<file path="config.mk">
export PLATFORM = sky130hd
export DESIGN_NAME = lssc_mul
export DESIGN_NICKNAME = d
export VERILOG_FILES = /design/src/sv/lssc_pkg.sv /design/src/sv/lssc_mul.sv
export SDC_FILE = /design/constraint.sdc
export NUM_CORES = 1
export LEC_CHECK = 0
export ABC_AREA = 1
export BUFFER_PORTS_ARGS = -buffer_cell sky130_fd_sc_hd__buf_2
export CAP_MARGIN = 20
export CORE_MARGIN = 4
export CORE_UTILIZATION = 60
export DETAILED_ROUTE_END_ITERATION = 7
export PLACE_DENSITY = 0.89
export SYNTH_ARGS = -nofsm -noshare
export SYNTH_HDL_FRONTEND = slang
export SYNTH_SLANG_ARGS = --single-unit
</file>
<file path="constraint.sdc">
create_clock -name vclk -period 7.2
set_input_delay 0.72 -clock vclk [all_inputs]
set_output_delay 0.72 -clock vclk [all_outputs]
set_load 0.05 [all_outputs]
</file>
<file path="src/sv/lssc_pkg.sv">
// shared types, register indexes and constants of the lookahead steer speed controller
package lssc_pkg;

    typedef enum logic [3:0] {
        ST_IDLE,
        ST_START,
        ST_MUL_TX,
        ST_MUL_TY,
        ST_SHRINK_T,
        ST_MUL_C1,
        ST_MUL_C2,
        ST_MUL_D1,
        ST_MUL_D2,
        ST_SHRINK_CD,
        ST_CORDIC,
        ST_MUL_ST,
        ST_MUL_SP,
        ST_FINISH
    } state_t;

    typedef logic [2:0] reg_idx_t;

    localparam reg_idx_t REG_LOOKAHEAD  = 3'd0;
    localparam reg_idx_t REG_STEER_GAIN = 3'd1;
    localparam reg_idx_t REG_THR_GAIN   = 3'd2;
    localparam reg_idx_t REG_BRK_GAIN   = 3'd3;
    localparam reg_idx_t REG_SLEW_STEP  = 3'd4;
    localparam reg_idx_t REG_HOLD_TICKS = 3'd5;

    localparam int MUL_A_W = 32;
    localparam int MUL_B_W = 17;
    localparam int MUL_P_W = MUL_A_W + MUL_B_W;

    localparam int CD_IN_W  = 30;
    localparam int CD_W     = 34;
    localparam int ANGLE_W  = 28;

    // quarter turn in q24 radians
    localparam logic signed [ANGLE_W-1:0] QUARTER_TURN = 28'sd26353589;

    localparam logic [14:0] FULL_SCALE = 15'd16384;

    function automatic logic signed [ANGLE_W-1:0] atan_q24(input logic [4:0] idx);
        logic signed [ANGLE_W-1:0] r;
        case (idx)
            5'd0:    r = 28'sd13176795;
            5'd1:    r = 28'sd7778716;
            5'd2:    r = 28'sd4110060;
            5'd3:    r = 28'sd2086331;
            5'd4:    r = 28'sd1047214;
            5'd5:    r = 28'sd524117;
            5'd6:    r = 28'sd262123;
            5'd7:    r = 28'sd131069;
            5'd8:    r = 28'sd65536;
            5'd9:    r = 28'sd32768;
            5'd10:   r = 28'sd16384;
            5'd11:   r = 28'sd8192;
            5'd12:   r = 28'sd4096;
            5'd13:   r = 28'sd2048;
            5'd14:   r = 28'sd1024;
            5'd15:   r = 28'sd512;
            5'd16:   r = 28'sd256;
            5'd17:   r = 28'sd128;
            5'd18:   r = 28'sd64;
            5'd19:   r = 28'sd32;
            5'd20:   r = 28'sd16;
            5'd21:   r = 28'sd8;
            5'd22:   r = 28'sd4;
            5'd23:   r = 28'sd2;
            default: r = 28'sd0;
        endcase
        return r;
    endfunction

endpackage

</file>
<file path="src/sv/lssc_mul.sv">
// shared signed multiplier used for every product of the controller
module lssc_mul
    import lssc_pkg::*;
(
    input  logic signed [MUL_A_W-1:0] a,
    input  logic signed [MUL_B_W-1:0] b,
    output logic signed [MUL_P_W-1:0] p
);

    assign p = MUL_P_W'(a) * MUL_P_W'(b);

endmodule

</file>
==> run metrics <==
status=finished clean; IO Count=98; first-pass GRT wire length=97300 µm; effective utilization at floorplan=0.612; pin count of the biggest net entering global routing=34; Die W=193 µm; Yosys top cell by area=fa_1; Post-Syn Area per Cell=7.21 µm²; die span in y=193 µm; critical path class=primary input to output pin; Synth area leaders=fa_1 (51%), inv_1 (17%), nand2_1 (16%); Worst Path Max Fanout=16; Post-Syn Area=20600 µm²; sequential area share after synthesis=0; row count=67; crit path launch type=primary input; final worst setup slack=209 ps; area of the multi-input gates=16700 µm²; count of final setup violators=0; Reg area=0 µm²; 1st-iter DRT viols=1352; Yosys cell types=25; Final Slew Violations=0; Worst Hold Depth=5; clock buf count=0; DP Wirelength=49700 µm; nets=3619; top-area cell type share of the netlist area=0.506; Area Growth Syn to Fin=8.14%; Hold Path Class=primary input to output pin; Residual DRC=0; antenna diode count=0; Slew @ Worst Pin=638 ps; share of cells above drive strength 1=0.0805; initial antenna violation count=0; period utilization=0.971; vias in the first global route=20400; drt wl/cell=17.5 µm; die area=37400 µm²; Hold Crit Start=a[0]; Max-Cap Viols=0; Worst Path Required=6480 ps; RSZ-0062 raised after global routing=no; Max transition margin=0.575; WHS Endpoint=p[0]; Fmax=0.143 GHz; Core Region=33700 µm²; Critical Path Sink Type=output pin; Final min period=6990 ps; fillcell total=2712; post-route ant nets=0; port bufs=98; setup bufs post-CTS=0; final core utilization=0.662; CP arrival=6270 ps; Placement Setup Slack=-164 ps; Seq cells=0; Syn Nets=3547; grt ovf=0; global placement routability congestion=1.03; Post-Route WL=59300 µm; synth warn=0; Final Hold Vio Count=0; via count=18000; Total GRT Usage=0.317; vias per inst=5.32; drt pass-1 iters=6; cells after synthesis=2862
==> per-layer routing <==
| metal | routed length [µm] | global-route usage | part of all wire | vias up |
|---|---|---|---|---|
| met3 | 5460 | 0.0544 | 0.092 | 338 |
| met5 | 0 | 0 | 0 | - |
| li1 | - | - | - | 7949 |
| met1 | 19800 | 0.355 | 0.33 | 8676 |
| met2 | 30100 | 0.577 | 0.51 | 1032 |
| met4 | 3850 | 0.168 | 0.065 | 0 |
==> worst max path at each step <==
stage | start | to | slack, ps | cells past startpoint
3_5_place_dp | b[6] | p[37] | -160 | 23
2_1_floorplan | a[31] | p[48] | 250 | 21
4_1_cts | a[31] | p[39] | 40 | 24
5_1_grt | b[2] | p[44] | 2 | 27
6_report | b[2] | p[19] | 210 | 21
3_3_place_gp | b[6] | p[37] | -140 | 23
==> area by class of cell <==
type                       instances  area share
inverter                         944       0.159
multi-input combinational       1803       0.751
tap                              448      0.0251
timing repair buffer             185      0.0653
==> stage by stage <==
stage / hold WS (ps) / setup TNS (ps) / cells / area [µm²]
floorplan: 1850 / 0 / 2862 / 20600
detailed placement: 2090 / -278 / 3378 / 22100
global placement: 2070 / -160 / 3378 / 22100
finish: 2090 / 0 / 3380 / 22300
global route: 2110 / 0 / 3380 / 22300
CTS: 2090 / 0 / 3378 / 22100
==> kinds of logic (layout without fill, tap and decap cells) <==
kind of cell,Yosys count,after routing,share of synthesized area
compound gates,40,40,0.0112
buf+inv,1059,1129,0.193
fa+ha+maj,636,636,0.576
xor+xnor,25,25,0.0106
simple gates,1102,1102,0.210
==> placed cells by master (no fill, tap or decap), drive strengths merged <==
cell / Yosys / layout
clkbuf: 115 / 36
o21ai: 4 / 4
nand3: 60 / 60
nand4: 12 / 12
o211ai: 1 / 1
xnor2: 4 / 4
fa: 521 / 521
or2: 4 / 4
nand3b: 3 / 3
buf: 0 / 149
xor2: 21 / 21
a21o: 2 / 2
nand2: 904 / 904
ha: 115 / 115
inv: 944 / 944
nor3: 10 / 10
o21bai: 4 / 4
a21oi: 29 / 29
nor2: 108 / 108
and2: 1 / 1
==> cell usage after synthesis, types with 2 or more instances <==
cell type    n
a21o_1       2
xnor2_1      4
nand4_1     12
xor2_1      21
inv_1      941
nand2_1    901
nand3_1     58
nand2_2      3
nor3_1       7
fa_1       521
o21ai_0      4
nand3_2      2
o21bai_1     4
or2_2        4
nor2_1     100
a21oi_2      2
nor3_2       3
nand3b_1     3
inv_2        3
clkbuf_1   115
ha_1       115
nor2_2       8
a21oi_1     27
==> critical path: stages <==
cell      delay, ps
clkbuf_4        200
buf_12          190
nand2_1         100
fa_1            540
fa_1            590
fa_1            450
fa_1            590
inv_1            70
fa_1            490
inv_1            60
fa_1            480
inv_1            40
ha_1            360
nand2_1         110
nor2_1          230
nand2_1         130
nand3_2         120
nand2_1          80
nand2_2         110
xor2_1          260
buf_2           320
==> what timing repair did <==
action | 4_1_cts | 5_1_grt
pin swaps | 0 | 2
endpoints found under the hold margin | 0 | 0
resized for setup | 2 | 67
endpoints found under the setup margin | 3 | 29
cloned | 0 | 2
hold buffers | 0 | 0
Power is left out: the tool's default activity adds up to more than one toggle a clock period on the data nets, which glitch-free logic cannot reach.
